### src/hdl/i2cseq_pkg.sv
// Shared types and constants for the I2C master transfer sequencer.
package i2cseq_pkg;

  localparam int unsigned QueueDepth = 2;
  localparam int unsigned QueuePtrW  = $clog2(QueueDepth);
  localparam int unsigned QueueCntW  = $clog2(QueueDepth + 1);

  localparam logic [3:0] MaxRetriesReset = 4'd3;
  localparam logic       RegIdxMaxRetries = 1'b0;

  localparam logic [7:0] StatStart     = 8'h08;
  localparam logic [7:0] StatRepStart  = 8'h10;
  localparam logic [7:0] StatWAddrAck  = 8'h18;
  localparam logic [7:0] StatWAddrNack = 8'h20;
  localparam logic [7:0] StatWDataAck  = 8'h28;
  localparam logic [7:0] StatWDataNack = 8'h30;
  localparam logic [7:0] StatArbLost   = 8'h38;
  localparam logic [7:0] StatRAddrAck  = 8'h40;
  localparam logic [7:0] StatRAddrNack = 8'h48;
  localparam logic [7:0] StatRDataAck  = 8'h50;
  localparam logic [7:0] StatRDataNack = 8'h58;

  typedef enum logic [3:0] {
    CLS_START,
    CLS_ARB,
    CLS_WADDR_ACK,
    CLS_WADDR_NACK,
    CLS_WDATA_DONE,
    CLS_RADDR_ACK,
    CLS_RADDR_NACK,
    CLS_RDATA_ACK,
    CLS_RDATA_NACK,
    CLS_OTHER
  } status_e;

  typedef enum logic [2:0] {
    PH_IDLE,
    PH_START,
    PH_ADDR,
    PH_TX,
    PH_RX
  } phase_e;

  typedef enum logic [2:0] {
    CMD_NONE  = 3'd0,
    CMD_START = 3'd1,
    CMD_SEND  = 3'd2,
    CMD_RACK  = 3'd3,
    CMD_RNACK = 3'd4,
    CMD_STOP  = 3'd5
  } cmd_e;

  typedef enum logic [2:0] {
    RES_OK      = 3'd0,
    RES_UNEXP   = 3'd1,
    RES_NACK    = 3'd2,
    RES_ARB     = 3'd3,
    RES_UNKNOWN = 3'd4
  } res_e;

  typedef enum logic {
    KIND_BEGIN = 1'b0,
    KIND_EVENT = 1'b1
  } kind_e;

  typedef struct packed {
    kind_e       kind;
    logic [7:0]  slave_addr;
    logic        is_read;
    logic [7:0]  byte_count;
    status_e     cls;
    logic [7:0]  rx_byte;
    logic [7:0]  tx_byte;
  } entry_t;

  typedef struct packed {
    cmd_e        bus_command;
    logic [7:0]  bus_byte;
    logic        rx_valid;
    logic [7:0]  rx_data;
    logic [7:0]  rx_index;
    logic        done_res;
    res_e        result_code;
  } result_t;

  function automatic status_e classify(logic [7:0] st);
    status_e c;
    c = CLS_OTHER;
    if (st == StatStart || st == StatRepStart) c = CLS_START;
    else if (st == StatArbLost)   c = CLS_ARB;
    else if (st == StatWAddrAck)  c = CLS_WADDR_ACK;
    else if (st == StatWAddrNack) c = CLS_WADDR_NACK;
    else if (st == StatWDataAck || st == StatWDataNack) c = CLS_WDATA_DONE;
    else if (st == StatRAddrAck)  c = CLS_RADDR_ACK;
    else if (st == StatRAddrNack) c = CLS_RADDR_NACK;
    else if (st == StatRDataAck)  c = CLS_RDATA_ACK;
    else if (st == StatRDataNack) c = CLS_RDATA_NACK;
    return c;
  endfunction

endpackage

### src/hdl/i2c_master_transfer_sequencer.sv
// Top level of the I2C master transfer sequencer: queues, configuration and sequencing.
// Each accepted item, a begin command or a bus status event, yields exactly one result
// item holding the next bus engine command and, when the transfer ends, its outcome.
// Items flow at one per clock cycle while results are popped: the front end classifies
// the status code and places the item in a two-entry queue; the back end state machine
// consumes one queued item per cycle into a result register that frees when it is popped.
// The max_retries register sits at byte address 0 of the configuration port and must
// only be written while no transfer items are in flight.
module i2c_master_transfer_sequencer (
  input  logic        clk_i,
  input  logic        rst_ni,
  input  logic        push,
  output logic        full,
  input  logic        kind_i,
  input  logic [7:0]  slave_addr_i,
  input  logic        is_read_i,
  input  logic [7:0]  byte_count_i,
  input  logic [7:0]  bus_status_i,
  input  logic [7:0]  rx_byte_i,
  input  logic [7:0]  tx_byte_i,
  output logic        empty,
  input  logic        pop,
  output logic [2:0]  bus_command_o,
  output logic [7:0]  bus_byte_o,
  output logic        rx_valid_o,
  output logic [7:0]  rx_data_o,
  output logic [7:0]  rx_index_o,
  output logic        done_res_o,
  output logic [2:0]  result_code_o,
  input  logic        psel,
  input  logic        penable,
  input  logic        pwrite,
  input  logic [2:0]  paddr,
  input  logic [31:0] pwdata,
  output logic [31:0] prdata,
  output logic        pready
);

  logic [3:0]          max_retries_r_q, max_retries_d;
  logic                cfg_wr;
  logic                entry_valid;
  logic                entry_pop;
  i2cseq_pkg::entry_t  entry;
  logic                res_valid;
  i2cseq_pkg::result_t res;

  assign pready = 1'b1;
  assign cfg_wr = psel && penable && pwrite && pready &&
                  (paddr[2] == i2cseq_pkg::RegIdxMaxRetries);

  always_comb begin
    max_retries_d = max_retries_r_q;
    if (cfg_wr) begin
      max_retries_d = pwdata[3:0];
    end
  end

  always_ff @(posedge clk_i or negedge rst_ni) begin
    if (!rst_ni) begin
      max_retries_r_q <= i2cseq_pkg::MaxRetriesReset;
    end else begin
      max_retries_r_q <= max_retries_d;
    end
  end

  always_comb begin
    prdata = '0;
    if (paddr[2] == i2cseq_pkg::RegIdxMaxRetries) begin
      prdata = {28'd0, max_retries_r_q};
    end
  end

  i2cseq_front u_front (
    .clk_i         (clk_i),
    .rst_ni        (rst_ni),
    .push_i        (push),
    .full_o        (full),
    .kind_i        (kind_i),
    .slave_addr_i  (slave_addr_i),
    .is_read_i     (is_read_i),
    .byte_count_i  (byte_count_i),
    .bus_status_i  (bus_status_i),
    .rx_byte_i     (rx_byte_i),
    .tx_byte_i     (tx_byte_i),
    .entry_valid_o (entry_valid),
    .entry_o       (entry),
    .entry_pop_i   (entry_pop)
  );

  i2cseq_back u_back (
    .clk_i         (clk_i),
    .rst_ni        (rst_ni),
    .max_retries_i (max_retries_r_q),
    .entry_valid_i (entry_valid),
    .entry_i       (entry),
    .entry_pop_o   (entry_pop),
    .res_valid_o   (res_valid),
    .res_o         (res),
    .res_pop_i     (pop)
  );

  assign empty         = !res_valid;
  assign bus_command_o = res.bus_command;
  assign bus_byte_o    = res.bus_byte;
  assign rx_valid_o    = res.rx_valid;
  assign rx_data_o     = res.rx_data;
  assign rx_index_o    = res.rx_index;
  assign done_res_o    = res.done_res;
  assign result_code_o = res.result_code;

endmodule

### src/hdl/i2cseq_front.sv
// Front end: classifies incoming items and holds them in a short queue.
module i2cseq_front (
  input  logic                  clk_i,
  input  logic                  rst_ni,
  input  logic                  push_i,
  output logic                  full_o,
  input  logic                  kind_i,
  input  logic [7:0]            slave_addr_i,
  input  logic                  is_read_i,
  input  logic [7:0]            byte_count_i,
  input  logic [7:0]            bus_status_i,
  input  logic [7:0]            rx_byte_i,
  input  logic [7:0]            tx_byte_i,
  output logic                  entry_valid_o,
  output i2cseq_pkg::entry_t    entry_o,
  input  logic                  entry_pop_i
);

  i2cseq_pkg::entry_t                       mem_q [i2cseq_pkg::QueueDepth];
  logic [i2cseq_pkg::QueuePtrW-1:0]         wr_ptr_q, wr_ptr_d;
  logic [i2cseq_pkg::QueuePtrW-1:0]         rd_ptr_q, rd_ptr_d;
  logic [i2cseq_pkg::QueueCntW-1:0]         count_q, count_d;
  logic                                     do_push, do_pop;
  i2cseq_pkg::entry_t                       new_entry;

  assign full_o        = (count_q == i2cseq_pkg::QueueCntW'(i2cseq_pkg::QueueDepth));
  assign entry_valid_o = (count_q != '0);
  assign do_push       = push_i && !full_o;
  assign do_pop        = entry_pop_i && entry_valid_o;
  assign entry_o       = mem_q[rd_ptr_q];

  always_comb begin
    new_entry.kind       = i2cseq_pkg::kind_e'(kind_i);
    new_entry.slave_addr = slave_addr_i;
    new_entry.is_read    = is_read_i;
    new_entry.byte_count = byte_count_i;
    new_entry.cls        = i2cseq_pkg::classify(bus_status_i);
    new_entry.rx_byte    = rx_byte_i;
    new_entry.tx_byte    = tx_byte_i;
  end

  always_comb begin
    wr_ptr_d = wr_ptr_q;
    rd_ptr_d = rd_ptr_q;
    count_d  = count_q;
    if (do_push) begin
      wr_ptr_d = (wr_ptr_q == i2cseq_pkg::QueuePtrW'(i2cseq_pkg::QueueDepth - 1)) ?
                 '0 : wr_ptr_q + 1'b1;
    end
    if (do_pop) begin
      rd_ptr_d = (rd_ptr_q == i2cseq_pkg::QueuePtrW'(i2cseq_pkg::QueueDepth - 1)) ?
                 '0 : rd_ptr_q + 1'b1;
    end
    unique case ({do_push, do_pop})
      2'b10:   count_d = count_q + 1'b1;
      2'b01:   count_d = count_q - 1'b1;
      default: count_d = count_q;
    endcase
  end

  always_ff @(posedge clk_i or negedge rst_ni) begin
    if (!rst_ni) begin
      wr_ptr_q <= '0;
      rd_ptr_q <= '0;
      count_q  <= '0;
    end else begin
      wr_ptr_q <= wr_ptr_d;
      rd_ptr_q <= rd_ptr_d;
      count_q  <= count_d;
    end
  end

  always_ff @(posedge clk_i) begin
    if (do_push) begin
      mem_q[wr_ptr_q] <= new_entry;
    end
  end

endmodule

### src/hdl/i2cseq_back.sv
// Back end: transfer state machine and the registered result stage.
module i2cseq_back (
  input  logic                  clk_i,
  input  logic                  rst_ni,
  input  logic [3:0]            max_retries_i,
  input  logic                  entry_valid_i,
  input  i2cseq_pkg::entry_t    entry_i,
  output logic                  entry_pop_o,
  output logic                  res_valid_o,
  output i2cseq_pkg::result_t   res_o,
  input  logic                  res_pop_i
);

  i2cseq_pkg::phase_e  phase_q, phase_d;
  logic                reading_q, reading_d;
  logic [7:0]          addr_q, addr_d;
  logic [7:0]          total_q, total_d;
  logic [7:0]          pos_q, pos_d;
  logic [3:0]          retry_q, retry_d;
  logic                out_valid_q, out_valid_d;
  i2cseq_pkg::result_t out_q, res_d;
  logic                take;
  logic [7:0]          pos_inc;
  logic [7:0]          eff_total;
  logic                rx_last;
  logic                rx_next_last;

  assign take        = entry_valid_i && (!out_valid_q || res_pop_i);
  assign entry_pop_o = take;
  assign res_valid_o = out_valid_q;
  assign res_o       = out_q;

  assign pos_inc      = pos_q + 8'd1;
  assign eff_total    = (total_q == 8'd0) ? 8'd1 : total_q;
  assign rx_last      = ({1'b0, pos_q} + 9'd1) >= {1'b0, eff_total};
  assign rx_next_last = ({1'b0, pos_q} + 9'd2) >= {1'b0, eff_total};

  always_comb begin
    phase_d   = phase_q;
    reading_d = reading_q;
    addr_d    = addr_q;
    total_d   = total_q;
    pos_d     = pos_q;
    retry_d   = retry_q;
    res_d     = '0;
    res_d.bus_command = i2cseq_pkg::CMD_NONE;
    res_d.result_code = i2cseq_pkg::RES_OK;

    if (entry_i.kind == i2cseq_pkg::KIND_BEGIN) begin
      addr_d    = entry_i.slave_addr;
      reading_d = entry_i.is_read;
      total_d   = entry_i.byte_count;
      pos_d     = '0;
      retry_d   = '0;
      phase_d   = i2cseq_pkg::PH_START;
      res_d.bus_command = i2cseq_pkg::CMD_START;
    end else begin
      unique case (phase_q)
        i2cseq_pkg::PH_START: begin
          if (entry_i.cls == i2cseq_pkg::CLS_START) begin
            res_d.bus_command = i2cseq_pkg::CMD_SEND;
            res_d.bus_byte    = {addr_q[7:1], reading_q};
            phase_d           = i2cseq_pkg::PH_ADDR;
          end else begin
            res_d.done_res = 1'b1;
            phase_d        = i2cseq_pkg::PH_IDLE;
            if (reading_q) begin
              res_d.result_code = i2cseq_pkg::RES_UNEXP;
            end else if (entry_i.cls == i2cseq_pkg::CLS_ARB) begin
              res_d.bus_command = i2cseq_pkg::CMD_STOP;
              res_d.result_code = i2cseq_pkg::RES_UNEXP;
            end else begin
              res_d.result_code = i2cseq_pkg::RES_UNKNOWN;
            end
          end
        end
        i2cseq_pkg::PH_ADDR: begin
          if (entry_i.cls == i2cseq_pkg::CLS_ARB) begin
            res_d.bus_command = i2cseq_pkg::CMD_STOP;
            res_d.done_res    = 1'b1;
            res_d.result_code = i2cseq_pkg::RES_ARB;
            phase_d           = i2cseq_pkg::PH_IDLE;
          end else if ((!reading_q && entry_i.cls == i2cseq_pkg::CLS_WADDR_NACK) ||
                       (reading_q && entry_i.cls == i2cseq_pkg::CLS_RADDR_NACK)) begin
            if (retry_q < max_retries_i) begin
              retry_d           = retry_q + 4'd1;
              res_d.bus_command = i2cseq_pkg::CMD_START;
              phase_d           = i2cseq_pkg::PH_START;
            end else begin
              res_d.bus_command = i2cseq_pkg::CMD_STOP;
              res_d.done_res    = 1'b1;
              res_d.result_code = i2cseq_pkg::RES_NACK;
              phase_d           = i2cseq_pkg::PH_IDLE;
            end
          end else if (!reading_q && entry_i.cls == i2cseq_pkg::CLS_WADDR_ACK) begin
            if (total_q == 8'd0) begin
              res_d.bus_command = i2cseq_pkg::CMD_STOP;
              res_d.done_res    = 1'b1;
              res_d.result_code = i2cseq_pkg::RES_OK;
              phase_d           = i2cseq_pkg::PH_IDLE;
            end else begin
              res_d.bus_command = i2cseq_pkg::CMD_SEND;
              res_d.bus_byte    = entry_i.tx_byte;
              phase_d           = i2cseq_pkg::PH_TX;
            end
          end else if (reading_q && entry_i.cls == i2cseq_pkg::CLS_RADDR_ACK) begin
            res_d.bus_command = (total_q <= 8'd1) ? i2cseq_pkg::CMD_RNACK :
                                                    i2cseq_pkg::CMD_RACK;
            phase_d           = i2cseq_pkg::PH_RX;
          end else begin
            res_d.done_res    = 1'b1;
            res_d.result_code = i2cseq_pkg::RES_UNKNOWN;
            phase_d           = i2cseq_pkg::PH_IDLE;
          end
        end
        i2cseq_pkg::PH_TX: begin
          if (entry_i.cls == i2cseq_pkg::CLS_WDATA_DONE) begin
            pos_d = pos_inc;
            if (pos_inc >= total_q) begin
              res_d.bus_command = i2cseq_pkg::CMD_STOP;
              res_d.done_res    = 1'b1;
              res_d.result_code = i2cseq_pkg::RES_OK;
              phase_d           = i2cseq_pkg::PH_IDLE;
            end else begin
              res_d.bus_command = i2cseq_pkg::CMD_SEND;
              res_d.bus_byte    = entry_i.tx_byte;
            end
          end else if (entry_i.cls == i2cseq_pkg::CLS_ARB) begin
            res_d.bus_command = i2cseq_pkg::CMD_STOP;
            res_d.done_res    = 1'b1;
            res_d.result_code = i2cseq_pkg::RES_ARB;
            phase_d           = i2cseq_pkg::PH_IDLE;
          end else begin
            res_d.done_res    = 1'b1;
            res_d.result_code = i2cseq_pkg::RES_UNKNOWN;
            phase_d           = i2cseq_pkg::PH_IDLE;
          end
        end
        i2cseq_pkg::PH_RX: begin
          res_d.rx_valid = 1'b1;
          res_d.rx_data  = entry_i.rx_byte;
          res_d.rx_index = pos_q;
          if (entry_i.cls == i2cseq_pkg::CLS_ARB) begin
            res_d.bus_command = i2cseq_pkg::CMD_STOP;
            res_d.done_res    = 1'b1;
            res_d.result_code = i2cseq_pkg::RES_ARB;
            phase_d           = i2cseq_pkg::PH_IDLE;
          end else if (entry_i.cls == i2cseq_pkg::CLS_RDATA_ACK) begin
            if (rx_last) begin
              res_d.bus_command = i2cseq_pkg::CMD_STOP;
              res_d.done_res    = 1'b1;
              res_d.result_code = i2cseq_pkg::RES_UNEXP;
              phase_d           = i2cseq_pkg::PH_IDLE;
            end else begin
              pos_d             = pos_inc;
              res_d.bus_command = rx_next_last ? i2cseq_pkg::CMD_RNACK :
                                                 i2cseq_pkg::CMD_RACK;
            end
          end else if (entry_i.cls == i2cseq_pkg::CLS_RDATA_NACK) begin
            res_d.bus_command = i2cseq_pkg::CMD_STOP;
            res_d.done_res    = 1'b1;
            res_d.result_code = rx_last ? i2cseq_pkg::RES_OK : i2cseq_pkg::RES_NACK;
            phase_d           = i2cseq_pkg::PH_IDLE;
          end else begin
            res_d.done_res    = 1'b1;
            res_d.result_code = i2cseq_pkg::RES_UNKNOWN;
            phase_d           = i2cseq_pkg::PH_IDLE;
          end
        end
        default: begin
          phase_d = i2cseq_pkg::PH_IDLE;
        end
      endcase
    end
  end

  always_comb begin
    out_valid_d = out_valid_q;
    if (take) begin
      out_valid_d = 1'b1;
    end else if (res_pop_i) begin
      out_valid_d = 1'b0;
    end
  end

  always_ff @(posedge clk_i or negedge rst_ni) begin
    if (!rst_ni) begin
      phase_q     <= i2cseq_pkg::PH_IDLE;
      reading_q   <= 1'b0;
      addr_q      <= '0;
      total_q     <= '0;
      pos_q       <= '0;
      retry_q     <= '0;
      out_valid_q <= 1'b0;
    end else begin
      out_valid_q <= out_valid_d;
      if (take) begin
        phase_q   <= phase_d;
        reading_q <= reading_d;
        addr_q    <= addr_d;
        total_q   <= total_d;
        pos_q     <= pos_d;
        retry_q   <= retry_d;
      end
    end
  end

  always_ff @(posedge clk_i) begin
    if (take) begin
      out_q <= res_d;
    end
  end

endmodule

### config.mk
export PLATFORM = sky130hd
export DESIGN_NAME = i2c_master_transfer_sequencer
export DESIGN_NICKNAME = d
export VERILOG_FILES = /design/src/hdl/i2cseq_pkg.sv /design/src/hdl/i2c_master_transfer_sequencer.sv /design/src/hdl/i2cseq_front.sv /design/src/hdl/i2cseq_back.sv
export SDC_FILE = /design/constraint.sdc
export NUM_CORES = 1
export LEC_CHECK = 0
export BUFFER_PORTS_ARGS = -buffer_cell sky130_fd_sc_hd__clkbuf_2
export CAP_MARGIN = 30
export CORE_UTILIZATION = 55
export CTS_CLUSTER_DIAMETER = 30
export DETAILED_ROUTE_END_ITERATION = 16
export GPL_ROUTABILITY_DRIVEN = 0
export PLACE_DENSITY_LB_ADDON = 0.05
export SLEW_MARGIN = 40
export SYNTH_ARGS = -nofsm -noshare
export SYNTH_HDL_FRONTEND = slang
export SYNTH_SLANG_ARGS = --single-unit
### constraint.sdc
create_clock -name clk_i -period 4.1 [get_ports clk_i]
set_input_delay 0.205 -clock clk_i [delete_from_list [all_inputs] [get_ports clk_i]]
set_output_delay 0.205 -clock clk_i [all_outputs]
set_load 0.02 [all_outputs]
==> summary.md <==
| Metric | Value |
|---|---|
| Initial DRC count | 369 |
| Clock skew | 10.1 ps |
| Starting Density | approximately 57% |
| Deepest clock path buffer count | 2 |
| DP HPWL | around 9900 um |
| Count leader, synth | edfxtp_1 |
| Synth area leader | edfxtp_1 |
| Skew-Pair Late Insertion Delay | 430 ps |
| Syn Inst Count | 633 |
| Final ANT Viol Nets | 0 |
| Initial antenna violation count | 0 |
| Gr usage total | between 20% and 30% |
| Pre-CTS setup slack | around 840 ps |
| Crit-path leading delay family | simple AND/OR/NAND/NOR gates |
| Worst Path Arrival | 3700 ps |
| Final hold viol count | 0 |
| Wirelength per Cell | roughly 15 um |
| Max-cap violations | 0 |
| CTS root buffer | clkbuf_16 |
| Global-route wire length before repair | between 20000 and 25000 um |
| TNS Setup | 0 ps |
| Synthesized cell area | 0.00738 mm^2 |
| CTS Buf Count | 17 |
| Resized cells post-CTS | 0 |
| Die area | 0.0139 mm^2 |
| Mean Syn Cell Area | around 12 um^2 |
| Unrepaired setup endpoints after global routing | no |
| CP max FO | 8 |
| Area Overhead vs Synth | 20.2% |
| FFs w/ async S/R, synth | between 20% and 30% |
| Max Transition Viols Final | 0 |
| # IOs | approximately 150 |
| Vias in the first global route | between 5k and 6k |
| Pleak | between 0.003 and 0.004 uW |
| Worst path max stage delay | between 500 and 600 ps |
| Crit Path Class | register to register |
| Post-synth top area share | 43.1% |
| Hold Crit Class | input pin to register |
| Drt first pass iters | 5 |
| Post-synthesis register bit count | around 150 |
| CTS Hold Buffers Added | 34 |
| Status | complete, no violations |
| CP endpoint kind | register |
| Max H-tree Level | 4 |
| DP Cell Count | 882 |
| Pwr/cell area | about 660 mW/mm^2 |
| Relative slew slack | roughly 47% |
| Critical Path RT | approximately 4400 ps |
| Vias | between 5k and 6k |
| Vias per cell | roughly 5.5 |
| NumNets Final | ~880 |
| Inserted Diodes | 0 |
| Worst-path clk slew | approximately 60 ps |
| Peak VDD IR | 0.000469 V |
| Setup WS post-layout | between 700 and 800 ps |
| Slew of the pin with the lowest slew margin | 778 ps |
| Synth Flop Type | edfxtp_1 |
| # DRC | 0 |
| Total core area | about 0.013 mm^2 |
| GRT overflow | 0 |
| Largest net degree at the start of global routing | 41 |
| Final Util | 68.9% |
| FMAX | 298 MHz |
| EDFF count, synth | roughly 110 |
| Worst path cell trace | or4_1, or2_1, nand2b_1, ha_1, a21boi_0, o21a_1, o2111ai_1, a211oi_1, or2_1, mux2i_1 |
| Design Power | ~5800 uW |
| Period utilisation layout | about four fifths |
| Crit path time final | between 3000 and 4000 ps |
| Synth cell types | between 60 and 70 |
| CP max-delay cell | or4_1 |
| Core Rows | 41 |
| Setup crit start kind | register |
| Die W | 118 um |
| Die H | between 100 and 150 um |
| Final setup fails | 0 |
| CP Buf/Inv Count | 0 |
| Total wire length | ~15000 um |
| Num Clock Sinks | roughly 150 |
| Synth top cells by count | edfxtp_1, nor2_1, mux2i_1 |
| Ratio of cells with drive above 1 in the final layout | between 15 and 20% |
| Setup Fix Bufs, Post-CTS | 0 |
| PortBufs | 90 |
| Filler Cell Count | 957 |
| Synth warn | 0 |
| Cell mode on critical path | or2_1 |
| Post-route insts no fill | ~950 |
| Sequential fraction of the synthesis area | between 50% and 60% |
| CTS tree | yes |
| Ranking of synthesized cells by area | edfxtp_1, dfrtp_1, mux2i_1 |
placed cells by master, fill, tap and decap left out, types with 8 or more instances in the layout:
cell / n
conb_1: 29
and2_1: 13
edfxtp_1: 106
nand2_1: 37
nand3_1: 13
clkbuf_2: 90
dfrtp_1: 37
ha_1: 31
a21oi_1: 32
dlygate4sd3_1: 34
nor2_1: 66
inv_1: 37
xnor2_1: 15
o21ai_1: 11
mux2i_1: 42
o21ai_0: 9
nor3_1: 9
nor2b_1: 8
clkbuf_16: 17
report_power, final:
group          leakage [uW]  internal, uW  switching [uW]
combinational       0.00201           763            1220
sequential          0.00148          2080             298
clock              0.000270           804             657
total               0.00377          3640            2170
sequential cells by signal, summed over array words and instances (netlist names):
register	flops
u_back.addr_q	7
u_back.retry_q	4
u_front.wr_ptr_q	1
u_back.pos_q	8
max_retries_r_q	4
u_back.reading_q	1
u_back.res_o	32
u_front.mem_q	74
u_back.total_q	8
u_back.res_valid_o	1
u_front.count_q	2
u_back.phase_q	3
u_front.rd_ptr_q	1
metrics by stage:
step | instance area, um^2 | hold WS (ps)
floorplan | 7480 | -90.6
CTS | 8870 | 8.51
detailed placement | 7970 | 327
global route | 8870 | 5.60
global placement | 7910 | 315
finish | 8870 | 18.1
final timing paths:
check	start	endpoint	slack (ps)	cells past startpoint
min in group asynchronous	rst_ni	u_front.count_q[0]	390	3
max in group asynchronous	rst_ni	u_front.rd_ptr_q	3320	3
setup reg to reg	u_back.total_q[4]	u_back.pos_q[0]	740	10
hold / removal	pwdata[0]	max_retries_r_q[0]	20	2
setup / recovery	u_back.total_q[4]	u_back.pos_q[0]	740	10
hold reg to reg	u_back.res_valid_o	u_back.res_valid_o	500	2
routing by layer:
layer / share of wire [%] / up-vias / global-route usage [%]
met5: 0 / - / 0
met1: 44 / 2467 / 29.0
met4: 1.7 / 0 / 7.61
met3: 5.8 / 37 / 6.40
li1: - / 2511 / -
met2: 49 / 195 / 37.1
kinds of logic after synthesis:
| family | share of synthesized area (%) |
|---|---|
| simple gates | 12.7 |
| flops | 56.7 |
| compound gates | 10.1 |
| buf+inv | 5.95 |
| mux | 6.92 |
| fa+ha+maj | 5.26 |
| xor+xnor | 2.25 |
| other cells | 0.102 |
final cells by class:
| cell class | instances | area [um^2] | area share (%) |
|---|---|---|---|
| Clock inverter | 15 | 138 | 1.55 |
| Multi-Input combinational cell | 428 | 2880 | 32.5 |
| Inverter | 38 | 143 | 1.61 |
| Tap cell | 172 | 215 | 2.43 |
| Clock buffer | 17 | 425 | 4.80 |
| Timing Repair Buffer | 132 | 878 | 9.90 |
| Sequential cell | 146 | 4190 | 47.2 |
Note: power is estimated with default switching activity, not from simulation.
